## src/rtl/core/csa_pkg.sv

```systemverilog
// csa_pkg: shared types and codes for the contiguous segment allocator
// no dependencies; used by csa_table and contiguous_segment_allocator_top
`default_nettype none

package csa_pkg;

    localparam int unsigned ADDR_W = 16;
    localparam int unsigned ID_W   = 8;

    typedef enum logic [1:0] {
        OP_FIRST_FIT = 2'd0,
        OP_WORST_FIT = 2'd1,
        OP_REMOVE    = 2'd2,
        OP_COMPACT   = 2'd3
    } op_t;

    typedef enum logic [2:0] {
        ST_OK       = 3'd0,
        ST_NOSPACE  = 3'd1,
        ST_FULL     = 3'd2,
        ST_NOTFOUND = 3'd3,
        ST_EMPTY    = 3'd4
    } status_t;

    typedef struct packed {
        logic [1:0]  operation;
        logic [7:0]  process_id;
        logic [15:0] request_size;
    } req_t;

    typedef struct packed {
        logic [2:0]  status;
        logic [7:0]  owner_id;
        logic [15:0] location;
        logic        last;
    } resp_t;

    typedef struct packed {
        logic [15:0] base;
        logic [15:0] length;
        logic [7:0]  owner;
    } entry_t;

    typedef enum logic [2:0] {
        S_IDLE,
        S_SCAN,
        S_SHIFT,
        S_DONE,
        S_COMPACT
    } state_t;

endpackage : csa_pkg

`default_nettype wire

```

## src/rtl/core/csa_table.sv

```systemverilog
// csa_table: segment table memory, one write port and one registered read port
// depends on csa_pkg
`default_nettype none

module csa_table #(
    parameter int unsigned DEPTH = 16,
    parameter int unsigned IDX_W = 4
) (
    input  wire logic                clk,
    input  wire logic                we,
    input  wire logic [IDX_W-1:0]    waddr,
    input  wire csa_pkg::entry_t     wdata,
    input  wire logic [IDX_W-1:0]    raddr,
    output csa_pkg::entry_t          rdata
);

    csa_pkg::entry_t mem [DEPTH];

    // write port
    always_ff @(posedge clk)
    begin
        if (we)
        begin
            mem[waddr] <= wdata;
        end
    end

    // registered read port
    always_ff @(posedge clk)
    begin
        rdata <= mem[raddr];
    end

endmodule : csa_table

`default_nettype wire

```

## src/rtl/core/contiguous_segment_allocator_top.sv

```systemverilog
// contiguous_segment_allocator_top: request sequencer around the segment table
// depends on csa_pkg and csa_table
`default_nettype none

// Segment allocator over a managed space whose size is set by the configuration
// register. The table is kept in address order in a memory with one registered
// read port. busy is high from the accepting edge of start until the cycle of
// the last result beat, inclusive. A request reads the table one entry at a
// time, waiting on each registered read before it evaluates that entry. An
// allocation walks its holes; if one fits, it moves the entries above that hole
// up one slot each and writes the new entry into the opened slot. It ends by
// registering the result and giving the beat. A remove walks to the matching
// entry, then moves the entries above it down one slot each. A compact gives
// one beat per segment, or a single beat for an empty table. A compact of an
// empty table and an allocation into a full table go straight to the result.
// An allocation runs longest for a worst fit below every entry. The receiver
// cannot stall result beats. There is no clearing pass after reset.
module contiguous_segment_allocator_top #(
    parameter int unsigned MAX_SEGMENTS = 16
) (
    input  wire logic            clk,
    input  wire logic            rst_n,
    input  wire logic            start,
    input  wire csa_pkg::req_t   request,
    output logic                 busy,
    output logic                 result_valid,
    output csa_pkg::resp_t       result,
    input  wire logic            cfg_we,
    input  wire logic [15:0]     cfg_wdata
);

    localparam int unsigned IDX_W = (MAX_SEGMENTS > 1) ? $clog2(MAX_SEGMENTS) : 1;
    localparam int unsigned CNT_W = $clog2(MAX_SEGMENTS + 1);

    csa_pkg::state_t state_reg, state_next;
    logic [15:0]      space_reg;
    logic [CNT_W-1:0] count_reg, count_next;
    logic [CNT_W-1:0] k_reg, k_next;
    logic             phase_reg, phase_next;
    logic [1:0]       op_reg, op_next;
    logic [7:0]       id_reg, id_next;
    logic [15:0]      size_reg, size_next;
    logic [15:0]      prev_end_reg, prev_end_next;
    logic             found_reg, found_next;
    logic [CNT_W-1:0] pick_reg, pick_next;
    logic [15:0]      best_reg, best_next;
    logic [15:0]      pbase_reg, pbase_next;
    logic [2:0]       st_reg, st_next;
    logic             rv_reg, rv_next;
    csa_pkg::resp_t   res_reg, res_next;
    logic             accept;

    logic             we;
    logic [IDX_W-1:0] waddr, raddr;
    csa_pkg::entry_t  wdata, rdata;

    csa_table #(.DEPTH(MAX_SEGMENTS), .IDX_W(IDX_W)) u_table (
        .clk(clk), .we(we), .waddr(waddr), .wdata(wdata),
        .raddr(raddr), .rdata(rdata)
    );

    // hole ending at the entry just read, or at the space size for the tail
    logic [15:0] hole_top, hole_sz;
    logic        at_tail;
    always_comb
    begin
        at_tail  = (k_reg == count_reg);
        hole_top = at_tail ? space_reg : rdata.base;
        hole_sz  = (hole_top > prev_end_reg) ? (hole_top - prev_end_reg) : 16'd0;
    end

    // configuration register
    always_ff @(posedge clk or negedge rst_n)
    begin
        if (!rst_n)
        begin
            space_reg <= 16'd4096;
        end
        else if (cfg_we)
        begin
            space_reg <= cfg_wdata;
        end
    end

    // control and working registers
    always_ff @(posedge clk or negedge rst_n)
    begin
        if (!rst_n)
        begin
            state_reg <= csa_pkg::S_IDLE;
            count_reg <= '0;
            rv_reg    <= 1'b0;
            phase_reg <= 1'b0;
        end
        else
        begin
            state_reg <= state_next;
            count_reg <= count_next;
            rv_reg    <= rv_next;
            phase_reg <= phase_next;
        end
    end

    always_ff @(posedge clk)
    begin
        k_reg        <= k_next;
        op_reg       <= op_next;
        id_reg       <= id_next;
        size_reg     <= size_next;
        prev_end_reg <= prev_end_next;
        found_reg    <= found_next;
        pick_reg     <= pick_next;
        best_reg     <= best_next;
        pbase_reg    <= pbase_next;
        st_reg       <= st_next;
        res_reg      <= res_next;
    end

    // next state
    always_comb
    begin
        state_next = state_reg;
        case (state_reg)
            csa_pkg::S_IDLE:
            begin
                if (accept)
                begin
                    if (request.operation == csa_pkg::OP_COMPACT)
                    begin
                        state_next = (count_reg == '0) ? csa_pkg::S_DONE
                                                       : csa_pkg::S_COMPACT;
                    end
                    else if (request.operation != csa_pkg::OP_REMOVE &&
                             count_reg >= CNT_W'(MAX_SEGMENTS))
                    begin
                        state_next = csa_pkg::S_DONE;
                    end
                    else
                    begin
                        state_next = csa_pkg::S_SCAN;
                    end
                end
            end
            csa_pkg::S_SCAN:
            begin
                if (phase_reg)
                begin
                    if (op_reg == csa_pkg::OP_REMOVE)
                    begin
                        if (at_tail)
                            state_next = csa_pkg::S_DONE;
                        else if (rdata.owner == id_reg)
                            state_next = csa_pkg::S_SHIFT;
                    end
                    else if (at_tail ||
                             (op_reg == csa_pkg::OP_FIRST_FIT &&
                              size_reg != 16'd0 && hole_sz >= size_reg))
                    begin
                        state_next = csa_pkg::S_SHIFT;
                    end
                end
            end
            csa_pkg::S_SHIFT:
            begin
                if (!found_reg)
                    state_next = csa_pkg::S_DONE;
                else if (op_reg == csa_pkg::OP_REMOVE)
                begin
                    if (k_reg + CNT_W'(1) >= count_reg)
                        state_next = csa_pkg::S_DONE;
                end
                else if (k_reg <= pick_reg)
                    state_next = csa_pkg::S_DONE;
            end
            csa_pkg::S_DONE:
                state_next = csa_pkg::S_IDLE;
            csa_pkg::S_COMPACT:
            begin
                if (phase_reg && k_reg + CNT_W'(1) == count_reg)
                    state_next = csa_pkg::S_IDLE;
            end
            default:
                state_next = csa_pkg::S_IDLE;
        endcase
    end

    // datapath and outputs
    always_comb
    begin
        count_next    = count_reg;
        k_next        = k_reg;
        phase_next    = 1'b0;
        op_next       = op_reg;
        id_next       = id_reg;
        size_next     = size_reg;
        prev_end_next = prev_end_reg;
        found_next    = found_reg;
        pick_next     = pick_reg;
        best_next     = best_reg;
        pbase_next    = pbase_reg;
        st_next       = st_reg;
        rv_next       = 1'b0;
        res_next      = res_reg;
        we            = 1'b0;
        waddr         = k_reg[IDX_W-1:0];
        wdata         = rdata;
        raddr         = k_reg[IDX_W-1:0];
        case (state_reg)
            csa_pkg::S_IDLE:
            begin
                if (accept)
                begin
                    op_next       = request.operation;
                    id_next       = request.process_id;
                    size_next     = request.request_size;
                    k_next        = '0;
                    raddr         = '0;
                    prev_end_next = 16'd0;
                    found_next    = 1'b0;
                    best_next     = 16'd0;
                    pick_next     = '0;
                    pbase_next    = 16'd0;
                    if (request.operation == csa_pkg::OP_COMPACT)
                        st_next = csa_pkg::ST_EMPTY;
                    else if (request.operation == csa_pkg::OP_REMOVE)
                        st_next = csa_pkg::ST_NOTFOUND;
                    else if (count_reg >= CNT_W'(MAX_SEGMENTS))
                        st_next = csa_pkg::ST_FULL;
                    else
                        st_next = csa_pkg::ST_NOSPACE;
                end
            end
            csa_pkg::S_SCAN:
            begin
                // phase 0 waits on the read, phase 1 evaluates one hole/entry
                phase_next = ~phase_reg;
                if (phase_reg)
                begin
                    if (op_reg == csa_pkg::OP_REMOVE)
                    begin
                        if (!at_tail && rdata.owner == id_reg)
                        begin
                            found_next = 1'b1;
                            pbase_next = rdata.base;
                            st_next    = csa_pkg::ST_OK;
                            k_next     = k_reg;
                            raddr      = k_reg[IDX_W-1:0] + IDX_W'(1);
                        end
                        else
                        begin
                            k_next = k_reg + CNT_W'(1);
                            raddr  = k_next[IDX_W-1:0];
                        end
                    end
                    else
                    begin
                        if (size_reg != 16'd0 && hole_sz >= size_reg &&
                            (!found_reg || op_reg == csa_pkg::OP_FIRST_FIT ||
                             hole_sz > best_reg))
                        begin
                            found_next = 1'b1;
                            best_next  = hole_sz;
                            pick_next  = k_reg;
                            pbase_next = prev_end_reg;
                            st_next    = csa_pkg::ST_OK;
                        end
                        prev_end_next = rdata.base + rdata.length;
                        if (state_next == csa_pkg::S_SHIFT)
                        begin
                            // start moving up from the top entry
                            k_next = count_reg;
                            raddr  = k_next[IDX_W-1:0] - IDX_W'(1);
                        end
                        else
                        begin
                            k_next = k_reg + CNT_W'(1);
                            raddr  = k_next[IDX_W-1:0];
                        end
                    end
                end
                else
                begin
                    raddr = k_reg[IDX_W-1:0];
                end
            end
            csa_pkg::S_SHIFT:
            begin
                phase_next = ~phase_reg;
                if (!found_reg)
                begin
                    phase_next = 1'b0;
                end
                else if (op_reg == csa_pkg::OP_REMOVE)
                begin
                    raddr = k_reg[IDX_W-1:0] + IDX_W'(1);
                    if (k_reg + CNT_W'(1) >= count_reg)
                    begin
                        count_next = count_reg - CNT_W'(1);
                        phase_next = 1'b0;
                    end
                    else if (phase_reg)
                    begin
                        // entry k+1 moves down to k
                        we     = 1'b1;
                        waddr  = k_reg[IDX_W-1:0];
                        k_next = k_reg + CNT_W'(1);
                        raddr  = k_next[IDX_W-1:0] + IDX_W'(1);
                    end
                end
                else
                begin
                    raddr = k_reg[IDX_W-1:0] - IDX_W'(1);
                    if (k_reg <= pick_reg)
                    begin
                        // new entry lands in the opened slot
                        we          = 1'b1;
                        waddr       = pick_reg[IDX_W-1:0];
                        wdata.base  = pbase_reg;
                        wdata.length = size_reg;
                        wdata.owner = id_reg;
                        count_next  = count_reg + CNT_W'(1);
                        phase_next  = 1'b0;
                    end
                    else if (phase_reg)
                    begin
                        // entry k-1 moves up to k
                        we     = 1'b1;
                        waddr  = k_reg[IDX_W-1:0];
                        k_next = k_reg - CNT_W'(1);
                        raddr  = k_next[IDX_W-1:0] - IDX_W'(1);
                    end
                end
            end
            csa_pkg::S_DONE:
            begin
                rv_next           = 1'b1;
                res_next.status   = st_reg;
                res_next.owner_id = (op_reg == csa_pkg::OP_COMPACT) ? 8'd0 : id_reg;
                res_next.location = (st_reg == csa_pkg::ST_OK) ? pbase_reg : 16'd0;
                res_next.last     = 1'b1;
            end
            csa_pkg::S_COMPACT:
            begin
                phase_next = ~phase_reg;
                raddr      = k_reg[IDX_W-1:0];
                if (phase_reg)
                begin
                    we                = 1'b1;
                    waddr             = k_reg[IDX_W-1:0];
                    wdata.base        = prev_end_reg;
                    prev_end_next     = prev_end_reg + rdata.length;
                    rv_next           = 1'b1;
                    res_next.status   = csa_pkg::ST_OK;
                    res_next.owner_id = rdata.owner;
                    res_next.location = prev_end_reg;
                    res_next.last     = (k_reg + CNT_W'(1) == count_reg);
                    k_next            = k_reg + CNT_W'(1);
                    raddr             = k_next[IDX_W-1:0];
                end
            end
            default:
            begin
            end
        endcase
    end

    assign busy         = (state_reg != csa_pkg::S_IDLE) || rv_reg;
    assign accept       = start && !busy;
    assign result_valid = rv_reg;
    assign result       = res_reg;

    // checks
    a_count_range: assert property (@(posedge clk) disable iff (!rst_n)
        count_reg <= CNT_W'(MAX_SEGMENTS))
        else $error("segment count above table depth");
    a_no_start_busy: assert property (@(posedge clk) disable iff (!rst_n)
        result_valid |-> busy)
        else $error("result beat while not busy");
    a_count_step: assert property (@(posedge clk) disable iff (!rst_n)
        (count_reg != $past(count_reg)) |->
        (count_reg == $past(count_reg) + CNT_W'(1) ||
         count_reg == $past(count_reg) - CNT_W'(1)))
        else $error("segment count changed by more than one");
    a_last_ends: assert property (@(posedge clk) disable iff (!rst_n)
        (result_valid && result.last) |=> !result_valid)
        else $error("beat after last");

endmodule : contiguous_segment_allocator_top

`default_nettype wire
```

## config.mk

```make
export PLATFORM = sky130hd
export DESIGN_NAME = contiguous_segment_allocator_top
export DESIGN_NICKNAME = d
export VERILOG_FILES = /design/src/rtl/core/csa_pkg.sv /design/src/rtl/core/csa_table.sv /design/src/rtl/core/contiguous_segment_allocator_top.sv
export SDC_FILE = /design/constraint.sdc
export NUM_CORES = 1
export LEC_CHECK = 0
export ABC_AREA = 1
export BUFFER_PORTS_ARGS = -buffer_cell sky130_fd_sc_hd__buf_2
export CAP_MARGIN = 20
export CORE_ASPECT_RATIO = 0.6
export CORE_MARGIN = 5
export CORE_UTILIZATION = 48
export DETAILED_ROUTE_END_ITERATION = 7
export GPL_TIMING_DRIVEN = 0
export SLEW_MARGIN = 20
export SYNTH_ARGS = -nofsm -noshare
export SYNTH_HDL_FRONTEND = slang
export SYNTH_SLANG_ARGS = --single-unit
export TNS_END_PERCENT = 1
```

## constraint.sdc

```tcl
create_clock -name clk -period 16.15 [get_ports clk]
set_input_delay 1.615 -clock clk [delete_from_list [all_inputs] [get_ports clk]]
set_output_delay 1.615 -clock clk [all_outputs]
set_load 0.1 [all_outputs]
```

After elaboration in Yosys (flattened, before gate mapping). Memory sizes are Yosys's and may differ from the RTL's. A register that Yosys moved wholly into a read port is not among the register bits. Cells that the tools add are included.

Input bits: 46. Bits in writable memories: 640. Memories kept: 1. Register bits after elaboration: 142.

Memory list: u_table.mem (depth 16, bits a word 40, rd ports 1, clocked after memory_dff 1, wr ports 1, RTL line csa_table.sv:17) `csa_pkg::entry_t mem [DEPTH];`.

Magnitude comparators: 6. Multiplexer cells: 106. Equal/unequal tests: 26. Bitwise operators: 1. Add/sub/neg operators: 12. Reduce and logical (&&, ||, !) cells: 34.

Operators with widths (count): two-way mux 16 bit (15); two-way mux 40 bit (3); one-hot mux 16 bit (2 select lines) (3); two-way mux 5 bit (17); two-way mux 4 bit (16); two-way mux 3 bit (19); one-hot mux 28 bit (2 select lines) (1); one-hot mux 16 bit (3 select lines) (1); adder 16 bit (2); > comparator 16 bit (2); two-way mux 28 bit (1); two-way mux 24 bit (1); one-hot mux 5 bit (4 select lines) (1); != test 3 bit (second input constant) (6); >= comparator 16 bit (1); two-way mux 1 bit (16); one-hot mux 4 bit (4 select lines) (1); nonzero test 16 bit (1); subtractor 16 bit (1); AND reduction 5 bit (3); != test 2 bit (second input constant) (7); one-hot mux 3 bit (4 select lines) (1); subtractor 4 x 1 -> 4 bit (second input constant) (3); adder 5 x 1 -> 5 bit (second input constant) (2); 31 further kinds (61).

Logic depth before layout (Yosys ltp). Gate-level depths: netlist of the first run.

Depth in word-level cells: 16. Depth in mapped cells: 50.

Hierarchy. From an unflattened synthesis of the first run, not the netlist that was laid out.

Cell total of the unflattened synthesis: 3909. Area total of the unflattened synthesis: 38609.5 um^2.

By module, submodules not included: csa_table (cells each 2643, instances 1, area each 28353.4 um^2); contiguous_segment_allocator_top (cells each 1266, instances 1, area each 10256.1 um^2).

Worst setup path before layout of the first run. Ideal clock, no wire load.

Kind: register to register. Start: register k_reg[0]. End: register found_reg, enable pin. Data arrival time: 6304 ps. Buffers on the path: 1. Slack: 9494 ps. Library setup time: 353 ps. Clock period less this slack: 6656 ps. Data required time: 15797 ps. Stages on the path, launching flop included: 38. Path through: edfxtp_1 > ha_1 > inv_1 > o21ai_0 > a21oi_1 > nand3b_2 > clkbuf_1 > nand2_1 > o21ai_0 > ha_1 > fa_1 > nor2_1 > o21ai_0 > nand2_1 > a21oi_1 > o21ai_0 > nand2_1 > nand2_1 > (+2 left out) > a31oi_1 > o21ai_0 > nand2_1 > nand2_1 > xor2_1 > nor2_1 > ha_1 > nand2_1 > inv_1 > nand3_1 > nor3_1 > nand2_1 > o2111ai_1 > nand2_1 > nand3_1 > nand3_1 > a21oi_1 > a31o_2.

Longest elaborated chain between the ends: 9.

Ends and longest elaborated chain: start: declaration (RTL line contiguous_segment_allocator_top.sv:38) `logic [CNT_W-1:0] k_reg, k_next;`; start signal: assignment (RTL line contiguous_segment_allocator_top.sv:106) `k_reg <= k_next;`; equality test 5 bit (*) (RTL line contiguous_segment_allocator_top.sv:67) `at_tail = (k_reg == count_reg);`; two-way mux 16 bit (*) (RTL line contiguous_segment_allocator_top.sv:68) `hole_top = at_tail ? space_reg : rdata.base;`; subtractor 16 bit or > comparator 16 bit (tied branches) (RTL line contiguous_segment_allocator_top.sv:69) `hole_sz = (hole_top > prev_end_reg) ? (hole_top - prev_end_reg) : 16'd0;`; two-way mux 16 bit (*) (RTL line contiguous_segment_allocator_top.sv:69); via hole_sz[14] (RTL line contiguous_segment_allocator_top.sv:63) `logic [15:0] hole_top, hole_sz;`; >= comparator 16 bit or > comparator 16 bit (tied branches) (RTL line contiguous_segment_allocator_top.sv:257, contiguous_segment_allocator_top.sv:259); logical AND 1 bit or logical OR 1 bit (tied branches) (RTL line contiguous_segment_allocator_top.sv:257, contiguous_segment_allocator_top.sv:258); logical AND 1 bit (*) (RTL line contiguous_segment_allocator_top.sv:257) `if (size_reg != 16'd0 && hole_sz >= size_reg &&`; != test 3 bit (no line) (*); AND reduction 5 bit (no line) (*); end signal: assignment (RTL line contiguous_segment_allocator_top.sv:111) `found_reg <= found_next;`; end: declaration (RTL line contiguous_segment_allocator_top.sv:44) `logic found_reg, found_next;`.

Mark *: on every way through the listed nets, which the timed path passes. The rest lies on a longest branch. A chain may end at the register's enable or synchronous reset.

Worst setup path in the final report of the first run.
Start: register k_reg[0]. End: register u_table.rdata[30] (netlist name).

Longest elaborated chain between the ends: 16.

Ends and longest elaborated chain: equality test 5 bit (*) (RTL line contiguous_segment_allocator_top.sv:67); two-way mux 16 bit (*) (RTL line contiguous_segment_allocator_top.sv:68); subtractor 16 bit or > comparator 16 bit (tied branches) (RTL line contiguous_segment_allocator_top.sv:69); two-way mux 16 bit (*) (RTL line contiguous_segment_allocator_top.sv:69); via hole_sz[14] (RTL line contiguous_segment_allocator_top.sv:63); >= comparator 16 bit (*) (RTL line contiguous_segment_allocator_top.sv:157) `size_reg != 16'd0 && hole_sz >= size_reg))`; logical AND 1 bit (*) (RTL line contiguous_segment_allocator_top.sv:157); logical OR 1 bit (*) (RTL line contiguous_segment_allocator_top.sv:155) `else if (at_tail ||`; (+2 left out); two-way mux 3 bit (*) (RTL line contiguous_segment_allocator_top.sv:146) `if (phase_reg)`; one-hot mux 3 bit (4 select lines) (*) (RTL line contiguous_segment_allocator_top.sv:123) `case (state_reg)`; via state_next[1] (RTL line contiguous_segment_allocator_top.sv:35) `csa_pkg::state_t state_reg, state_next;`; equality test 3 x 2 -> 1 bit (*) (RTL line contiguous_segment_allocator_top.sv:268) `if (state_next == csa_pkg::S_SHIFT)`; two-way mux 4 bit (*) (RTL line contiguous_segment_allocator_top.sv:268); two-way mux 4 bit (*) (RTL line contiguous_segment_allocator_top.sv:239) `if (op_reg == csa_pkg::OP_REMOVE)`; two-way mux 4 bit (*) (RTL line contiguous_segment_allocator_top.sv:237) `if (phase_reg)`; one-hot mux 4 bit (4 select lines) (*) (RTL line contiguous_segment_allocator_top.sv:208) `case (state_reg)`.

Marked as above.

==> results of run 1 <==
==> cell usage in the layout (no fill, tap or decap), drive strengths merged, types with 2 or more instances in the layout <==
| master | netlist | final |
|---|---|---|
| o211ai | 10 | 10 |
| clkinv | 2 | 24 |
| o21ai | 168 | 168 |
| xnor2 | 4 | 4 |
| bufinv | 0 | 14 |
| a21o | 3 | 3 |
| a31oi | 3 | 3 |
| a211oi | 2 | 2 |
| xor2 | 27 | 27 |
| nor2 | 95 | 95 |
| nand3b | 122 | 122 |
| fa | 3 | 3 |
| mux2 | 6 | 6 |
| nor3 | 25 | 25 |
| nand2 | 830 | 830 |
| o21bai | 4 | 4 |
| o2111ai | 2 | 2 |
| o221ai | 20 | 20 |
| nand4 | 12 | 12 |
| a21oi | 101 | 101 |
| a21boi | 2 | 2 |
| buf | 102 | 241 |
| o21a | 3 | 3 |
| inv | 494 | 495 |
| nand3 | 670 | 670 |
| dfrtp | 25 | 25 |
| ha | 83 | 83 |
| o31ai | 2 | 2 |
| o22ai | 18 | 18 |
| nor4 | 4 | 4 |
| or2 | 5 | 5 |
| clkinvlp | 0 | 3 |
| clkbuf | 102 | 208 |
| dfxtp | 40 | 40 |
| edfxtp | 756 | 756 |
==> cells by family (layout without fill, tap and decap cells) <==
kind of cell             count (synthesis)  in the layout
XOR/XNOR                                31             31
AND/OR/NAND/NOR                       1764           1764
multiplexers                             6              6
buffers and inverters                  700            985
AO/OA/AOI/OAI                          343            343
adder cells (fa/ha/maj)                 86             86
other                                    0              1
flip-flops                             822            822
==> stage by stage <==
stage,util,area (µm²),worst slack [ns],std cells,hold WS (ns)
floorplan,-,38400,9.49,3752,0.455
global placement,0.505,40100,6.14,4893,0.492
CTS,0.559,44400,6.86,5102,0.511
detailed placement,0.523,41500,6.87,4956,0.503
finish,0.559,44400,6.53,5104,0.505
global route,0.559,44400,6.05,5103,0.510
==> cell type report <==
cell class / instances / area share
Multi-Input combinational cell: 2230 / 0.266
Clock buffer: 106 / 0.0508
Timing Repair Buffer: 139 / 0.0330
Buffer: 204 / 0.0214
Clock inverter: 40 / 0.0130
Tap cell: 1066 / 0.0300
Sequential cell: 822 / 0.544
Antenna cell: 1 / 0.0000564
Inverter: 496 / 0.0419
==> final timing paths <==
path / start / endpoint / slack [ns] / depth (start not counted)
hold reg to reg: space_reg[12]$_DFFE_PN1P_ / space_reg[12]$_DFFE_PN1P_ / 0.51 / 2
setup reg to reg: k_reg[0]$_DFFE_PP_ / u_table.rdata[30]$_DFF_P_ / 6.53 / 42
min in group asynchronous: rst_n / space_reg[9]$_DFFE_PN0P_ / 0.98 / 1
hold / removal: space_reg[12]$_DFFE_PN1P_ / space_reg[12]$_DFFE_PN1P_ / 0.51 / 2
max in group asynchronous: rst_n / count_reg[2]$_DFFE_PN0P_ / 14.74 / 1
setup / recovery: k_reg[0]$_DFFE_PP_ / u_table.rdata[30]$_DFF_P_ / 6.53 / 42
==> critical path, delay by kind of cell, from the launching register on <==
| kind | cells | cell delay [ns] |
|---|---|---|
| simple gates | 20 | 3.02 |
| compound gates | 13 | 2.92 |
| fa+ha+maj | 4 | 1.36 |
| buf+inv | 4 | 1.23 |
| flops | 1 | 0.58 |
| xor+xnor | 1 | 0.38 |
==> routing by layer <==
metal / part of all wire / vias to the layer above / track usage
li1: - / 13312 / -
met1: 0.45 / 13816 / 0.434
met2: 0.39 / 1498 / 0.362
met3: 0.14 / 162 / 0.104
met4: 0.025 / 4 / 0.0762
met5: 0.00034 / - / 0.00222
==> run summary, run 1 <==
Placer congestion estimate = 0.956
Max-slew headroom at the worst pin = 0.155
Run status = complete, no violations
Fin Setup TNS = 0 ns
Setup CP Type = register to register
Maximum number of pins on one net before global-route repair = 30
Core area = 0.0794 mm²
Most area-consuming cells after synthesis = sky130_fd_sc_hd__edfxtp_1, sky130_fd_sc_hd__nand3_1, sky130_fd_sc_hd__nand2_1, sky130_fd_sc_hd__inv_1, sky130_fd_sc_hd__ha_1
Post-Synth Simple-Gate Area = 0.210
Number of max-slew violations in the final report = 0
Largest family of logic cells by synthesized area = simple AND/OR/NAND/NOR gates
Height of the die = 229 µm
Post-detailed-placement half-perimeter wirelength = 87.6 mm
Top cell type's share of synthesized area = 0.591
Crit path DAT = 10.16 ns
Cell Rows = 80
Vias in the first global route = 26308
Die ar. = 0.0859 mm²
Combined area of the multi-input logic cells = 0.0118 mm²
Longest Clk Path Bufs = 3
Effective utilization at floorplan = 0.484
Number of buffers created by CTS = 80
Fraction of the mapped netlist area in compound gates = 0.0503
YS warnings = 0
Post-synthesis share of cell area spent on xor and xnor gates = 0.00707
Cell count after synthesis = 3752
Mean post-synth cell area = 10.2 µm²
Library cells used by synthesis = 55
Wire length of the first global-routing pass = 176 mm
Most prevalent standard cell on the critical path = sky130_fd_sc_hd__nand2_1
Clock tree from TritonCTS = yes
Number of enable flip-flop cells after synthesis = 756
Proportion of layout cells with a drive suffix above 1 = 0.113
Portion of the post-synthesis area used by sequential elements = 0.629
Cell area after synthesis = 0.0384 mm²
Worst-case clock skew = 0.0272 ns
Maximum frequency from static timing analysis = 104 MHz
Clock latency at the later pin of the worst-skew pair = 0.66 ns
CTS sink count = 822
Startpoint Class = register
Proportion of synthesized area in mux cells = 0.00176
Post-route ant nets = 0
Post-CTS Repair Setup Buffers = 0
Storage element area = 0.0242 mm²
Via count normalized by instance count = 5.64
Count leader, synth = sky130_fd_sc_hd__nand2_1
Fill cell count = 6863
Overall overflow remaining after global route = 0
Total nets after synthesis = 3884
Top FF cell, synth = sky130_fd_sc_hd__edfxtp_1
Peak per-stage delay on the critical path = 0.85 ns
Clk slew on worst S/H paths = 0.06 ns
Critical path fanouts, max = 10
Endpoints failing setup = 0
Total of max-cap violations = 0
Post-DR wirelength/cell = 23.9 µm
Vias post-DR = 28792
Post-synthesis cell type with the largest combined area = sky130_fd_sc_hd__edfxtp_1
Area growth syn-to-layout = 15.6%
List of most frequent post-synthesis cells = sky130_fd_sc_hd__nand2_1, sky130_fd_sc_hd__edfxtp_1, sky130_fd_sc_hd__nand3_1
Type of the tightest min-delay check = register to register
DRT Wirelength = 122 mm
# resized after CTS = 0
Floorplan die width = 375 µm
RSZ-0062 raised after global routing = false
Drc violations = 0
Pin slew with the least headroom to its limit = 1.27 ns
Slowest library cell on the worst path = sky130_fd_sc_hd__a21oi_2
I/O Buffers = 75
Number of synthesized register bits = 822
Maximum level of the CTS H-tree = 3
Hold Violations, Final = 0
Register with the most flip-flops = u_table.mem
Final min period = 9.62 ns
Gr usage total = 0.279
Root buf cell = sky130_fd_sc_hd__clkbuf_16
Boundary Pins = 76
WP data required = 16.69 ns
DR iter-0 viols = 3770
Share of the clock period used by the worst path = 0.595
Flip-flop count of the largest register after layout = 640
Critical path capture point type = register
Initial antenna violation count = 4
Adder-cell area share of the yosys netlist = 0.0286
Hold buffers post-CTS = 0
Number of nets in the layout = 4105
Async set or reset register ratio after synthesis = 0.0316
DRT Pass-1 Iters = 5
Power of run 1 is left out: the tool's default activity adds up to more than one toggle a clock period on the data nets, which glitch-free logic cannot reach.
==> inputs of run 2 (changes only) <==
- ABC_AREA: 1 -> 0
- PLACE_DENSITY: default -> 0.66
- clock period: 16.15 -> 8.45 ns (I/O delays scaled with it)
==> run 2 against run 1 <==
Area after synthesis is 5.3% lower. Global-route usage is 0.56 points higher. Register-to-register slack worse by 6.3 ns. Synthesized cell count down 25%. Design area is 5.2% lower. Setup slack lost 6.3 ns. Utilization about the same. Critical path depth is 3 lower. Wire length decreased by 3.2%. Final cell count is 20% lower. Sequential cell count unchanged. Critical endpoint is now u_table.rdata[4]$_DFF_P_. Highest routed layer is now met4.
==> run summary, run 2 <==
Run status = complete, no violations (unchanged)
DRT Pass-1 Iters = 6 (was 5)
Placer congestion estimate = 0.993 (was 0.956)
Startpoint of the most critical register-to-register path = count_reg[4]$_DFFE_PN0P_ (was k_reg[0]$_DFFE_PP_)
Vias in the first global route = 24749 (was 26308)
Async set or reset register ratio after synthesis = 0.0316 (unchanged)
Setup CP Type = register to register (unchanged)
Commonest cells after routing, fill and taps aside = sky130_fd_sc_hd__edfxtp_1, sky130_fd_sc_hd__nand2_1, sky130_fd_sc_hd__and3_1 (was sky130_fd_sc_hd__nand2_1, sky130_fd_sc_hd__edfxtp_1, sky130_fd_sc_hd__nand3_1)
Post-route ant nets = 0 (unchanged)
Endpoints failing setup = 0 (unchanged)
Cell count after synthesis = 2798 (was 3752)
Mean post-synth cell area = 13.0 µm² (was 10.2 µm²)
Longest Clk Path Bufs = 3 (unchanged)
Total nets after synthesis = 2930 (was 3884)
Root buf cell = sky130_fd_sc_hd__clkbuf_16 (unchanged)
Most common cell after layout, fill and taps aside = sky130_fd_sc_hd__edfxtp_1 (was sky130_fd_sc_hd__nand2_1)
YS warnings = 0 (unchanged)
WP data required = 9.05 ns (was 16.69 ns)
Most area-consuming cells after synthesis = sky130_fd_sc_hd__edfxtp_1, sky130_fd_sc_hd__nand2_1, sky130_fd_sc_hd__a311oi_1, sky130_fd_sc_hd__a211oi_1, sky130_fd_sc_hd__and3_1 (was sky130_fd_sc_hd__edfxtp_1, sky130_fd_sc_hd__nand3_1, sky130_fd_sc_hd__nand2_1, sky130_fd_sc_hd__inv_1, sky130_fd_sc_hd__ha_1)
Post-detailed-placement half-perimeter wirelength = 85.1 mm (was 87.6 mm)
Floorplan die width = 365 µm (was 375 µm)
Worst-case clock skew = 0.0275 ns (was 0.0272 ns)
Post-DR wirelength/cell = 29.0 µm (was 23.9 µm)
Boundary Pins = 76 (unchanged)
Instance area after placement = 0.0391 mm² (was 0.0415 mm²)
Startpoint Class = register (unchanged)
Most prevalent standard cell on the critical path = sky130_fd_sc_hd__buf_4 (was sky130_fd_sc_hd__nand2_1)
Critical path capture point type = register (unchanged)
Number of nets in the layout = 3146 (was 4105)
Wire length of the first global-routing pass = 169 mm (was 176 mm)
Post-synthesis cell type with the largest combined area = sky130_fd_sc_hd__edfxtp_1 (unchanged)
Cell Rows = 78 (was 80)
Drc violations = 0 (unchanged)
Hold Violations, Final = 0 (unchanged)
Number of synthesized register bits = 822 (unchanged)
Final instance area = 0.0421 mm² (was 0.0444 mm²)
Cell area after synthesis = 0.0364 mm² (was 0.0384 mm²)
Die ar. = 0.0815 mm² (was 0.0859 mm²)
Clk slew on worst S/H paths = 0.07 ns (was 0.06 ns)
Share of the clock period used by the worst path = 0.978 (was 0.595)
Clock tree from TritonCTS = yes (unchanged)
Type of the tightest min-delay check = input port to asynchronous set/reset pin (was register to register)
Critical path fanouts, max = 10 (unchanged)
DRT Wirelength = 118 mm (was 122 mm)
Max-slew headroom at the worst pin = 0.215 (was 0.155)
RSZ-0062 raised after global routing = false (unchanged)
Maximum frequency from static timing analysis = 121 MHz (was 104 MHz)
I/O Buffers = 74 (was 75)
Top FF cell, synth = sky130_fd_sc_hd__edfxtp_1 (unchanged)
Number of placed instances, taps included = 3921 (was 4956)
Effective utilization at floorplan = 0.483 (was 0.484)
Met3 WL = 17.1 mm (was 17.2 mm)
Maximum number of pins on one net before global-route repair = 30 (unchanged)
Fill cell count = 6035 (was 6863)
Register-to-register path setup slack = 0.19 ns (was 6.53 ns)
Maximum level of the CTS H-tree = 3 (unchanged)
Combined area of the multi-input logic cells = 0.0114 mm² (was 0.0118 mm²)
Core area = 0.0753 mm² (was 0.0794 mm²)
Flip-flop count of the largest register after layout = 640 (unchanged)
Met2 routed wirelength = 46.9 mm (was 47.2 mm)
Area growth syn-to-layout = 15.8% (was 15.6%)
Worst reg2reg path depth = 39 (was 42)
Storage element area = 0.0242 mm² (about the same)
Gr usage total = 0.285 (was 0.279)
Final min period = 8.26 ns (was 9.62 ns)
Top cell type's share of synthesized area = 0.624 (was 0.591)
Post-route insts no fill = 4075 (was 5104)
Number of max-slew violations in the final report = 0 (unchanged)
Peak per-stage delay on the critical path = 0.47 ns (was 0.85 ns)
Proportion of layout cells with a drive suffix above 1 = 0.166 (was 0.113)
CTS sink count = 822 (unchanged)
List of most frequent post-synthesis cells = sky130_fd_sc_hd__edfxtp_1, sky130_fd_sc_hd__nand2_1, sky130_fd_sc_hd__and3_1 (was sky130_fd_sc_hd__nand2_1, sky130_fd_sc_hd__edfxtp_1, sky130_fd_sc_hd__nand3_1)
Library cells used by synthesis = 83 (was 55)
DR iter-0 viols = 4102 (was 3770)
Uppermost layer routed = met4 (was met5)
Number of buffers created by CTS = 77 (was 80)
Total of max-cap violations = 0 (unchanged)
Portion of the post-synthesis area used by sequential elements = 0.664 (was 0.629)
Crit path DAT = 8.86 ns (was 10.16 ns)
Capture point of the worst reg-to-reg path = u_table.rdata[4]$_DFF_P_ (was u_table.rdata[30]$_DFF_P_)
Overall overflow remaining after global route = 0 (unchanged)
Register with the most flip-flops = u_table.mem (unchanged)
Wl on met1 = 51.4 mm (was 54.5 mm)
Pin slew with the least headroom to its limit = 1.18 ns (was 1.27 ns)
Vias post-DR = 26166 (was 28792)
Number of enable flip-flop cells after synthesis = 756 (unchanged)
Clock latency at the later pin of the worst-skew pair = 0.65 ns (was 0.66 ns)
Height of the die = 223 µm (was 229 µm)
Slowest library cell on the worst path = sky130_fd_sc_hd__dfrtp_2 (was sky130_fd_sc_hd__a21oi_2)
Via count normalized by instance count = 6.42 (was 5.64)
Count leader, synth = sky130_fd_sc_hd__edfxtp_1 (was sky130_fd_sc_hd__nand2_1)
Initial antenna violation count = 2 (was 4)
[run 2: cell types whose count changed in the layout (fill, tap and decap cells not counted), sizes merged, moves of 122 or more]
cell    change
a211oi    +160
and3      +174
nand3     -648
a311oi    +155
inv       -411
nand2     -363
nand3b    -122
[run 2: area by class of cell]
type / instances / share of cell area
antenna: 2 / 0.000119
clock buffer: 104 / 0.0501
inverter: 83 / 0.00755
timing repair buffer: 139 / 0.0346
sequential: 822 / 0.574
clock inverter: 34 / 0.00787
tap: 1000 / 0.0297
multi-input combinational: 1704 / 0.271
buffer: 187 / 0.0249
[run 2: logic make-up after synthesis]
family,count (synthesis),share of synthesized area
and+or+nand+nor,900,0.119
AOI/OAI and AO/OA,595,0.119
muxes,73,0.0230
xor gates and xnor gates,50,0.0120
DFF,822,0.664
buffers and inverters,272,0.0332
adders and majority gates,86,0.0302
[run 2: metrics by stage]
step           setup TNS, ns  hold slack (ns)  utilization  setup WS [ns]
2_1_floorplan              0            0.477            -           1.27
3_3_place_gp         -111.40            0.502        0.504          -1.94
3_5_place_dp          -84.83            0.507        0.519          -1.72
4_1_cts                    0            0.212        0.555         0.0486
5_1_grt                    0            0.274        0.559        0.00975
6_report                   0            0.238        0.559          0.187
[run 2: worst max-delay path by stage]
stage	startpoint	endpoint	slack, ns
floorplan	k_reg[3]$_DFFE_PP_	u_table.rdata[38]$_DFF_P_	1.27
detailed placement	k_reg[3]$_DFFE_PP_	u_table.rdata[19]$_DFF_P_	-1.72
finish	count_reg[4]$_DFFE_PN0P_	u_table.rdata[4]$_DFF_P_	0.19
CTS	k_reg[3]$_DFFE_PP_	u_table.rdata[38]$_DFF_P_	0.05
global placement	k_reg[3]$_DFFE_PP_	best_reg[9]$_SDFFCE_PN0P_	-1.94
global route	count_reg[4]$_DFFE_PN0P_	u_table.rdata[14]$_DFF_P_	0.01
[run 2: what timing repair did]
| action | 4_1_cts | 5_1_grt |
|---|---|---|
| pin swaps | 6 | 10 |
| setup buffers | 6 | 9 |
| gates resized for setup | 76 | 83 |
| gates cloned | 0 | 1 |
| setup endpoints to repair | 81 | 69 |
| hold buffers | 0 | 0 |
| endpoints found under the hold margin | 0 | 0 |
[run 2: critical path, delay by kind of cell (launching register included)]
kind	cells	cell delay, ns
compound gates	15	3.16
fa+ha+maj	3	0.94
buf+inv	12	2.45
flops	1	0.47
mux	1	0.16
simple gates	8	0.99
[run 2: metal layers]
metal  vias to the layer above  global-route usage
li1                      11137                   -
met1                     13100               0.451
met2                      1756               0.376
met3                       173              0.0939
met4                         0              0.0698
met5                         -                   0
Power of run 2 is left out for the same reason.
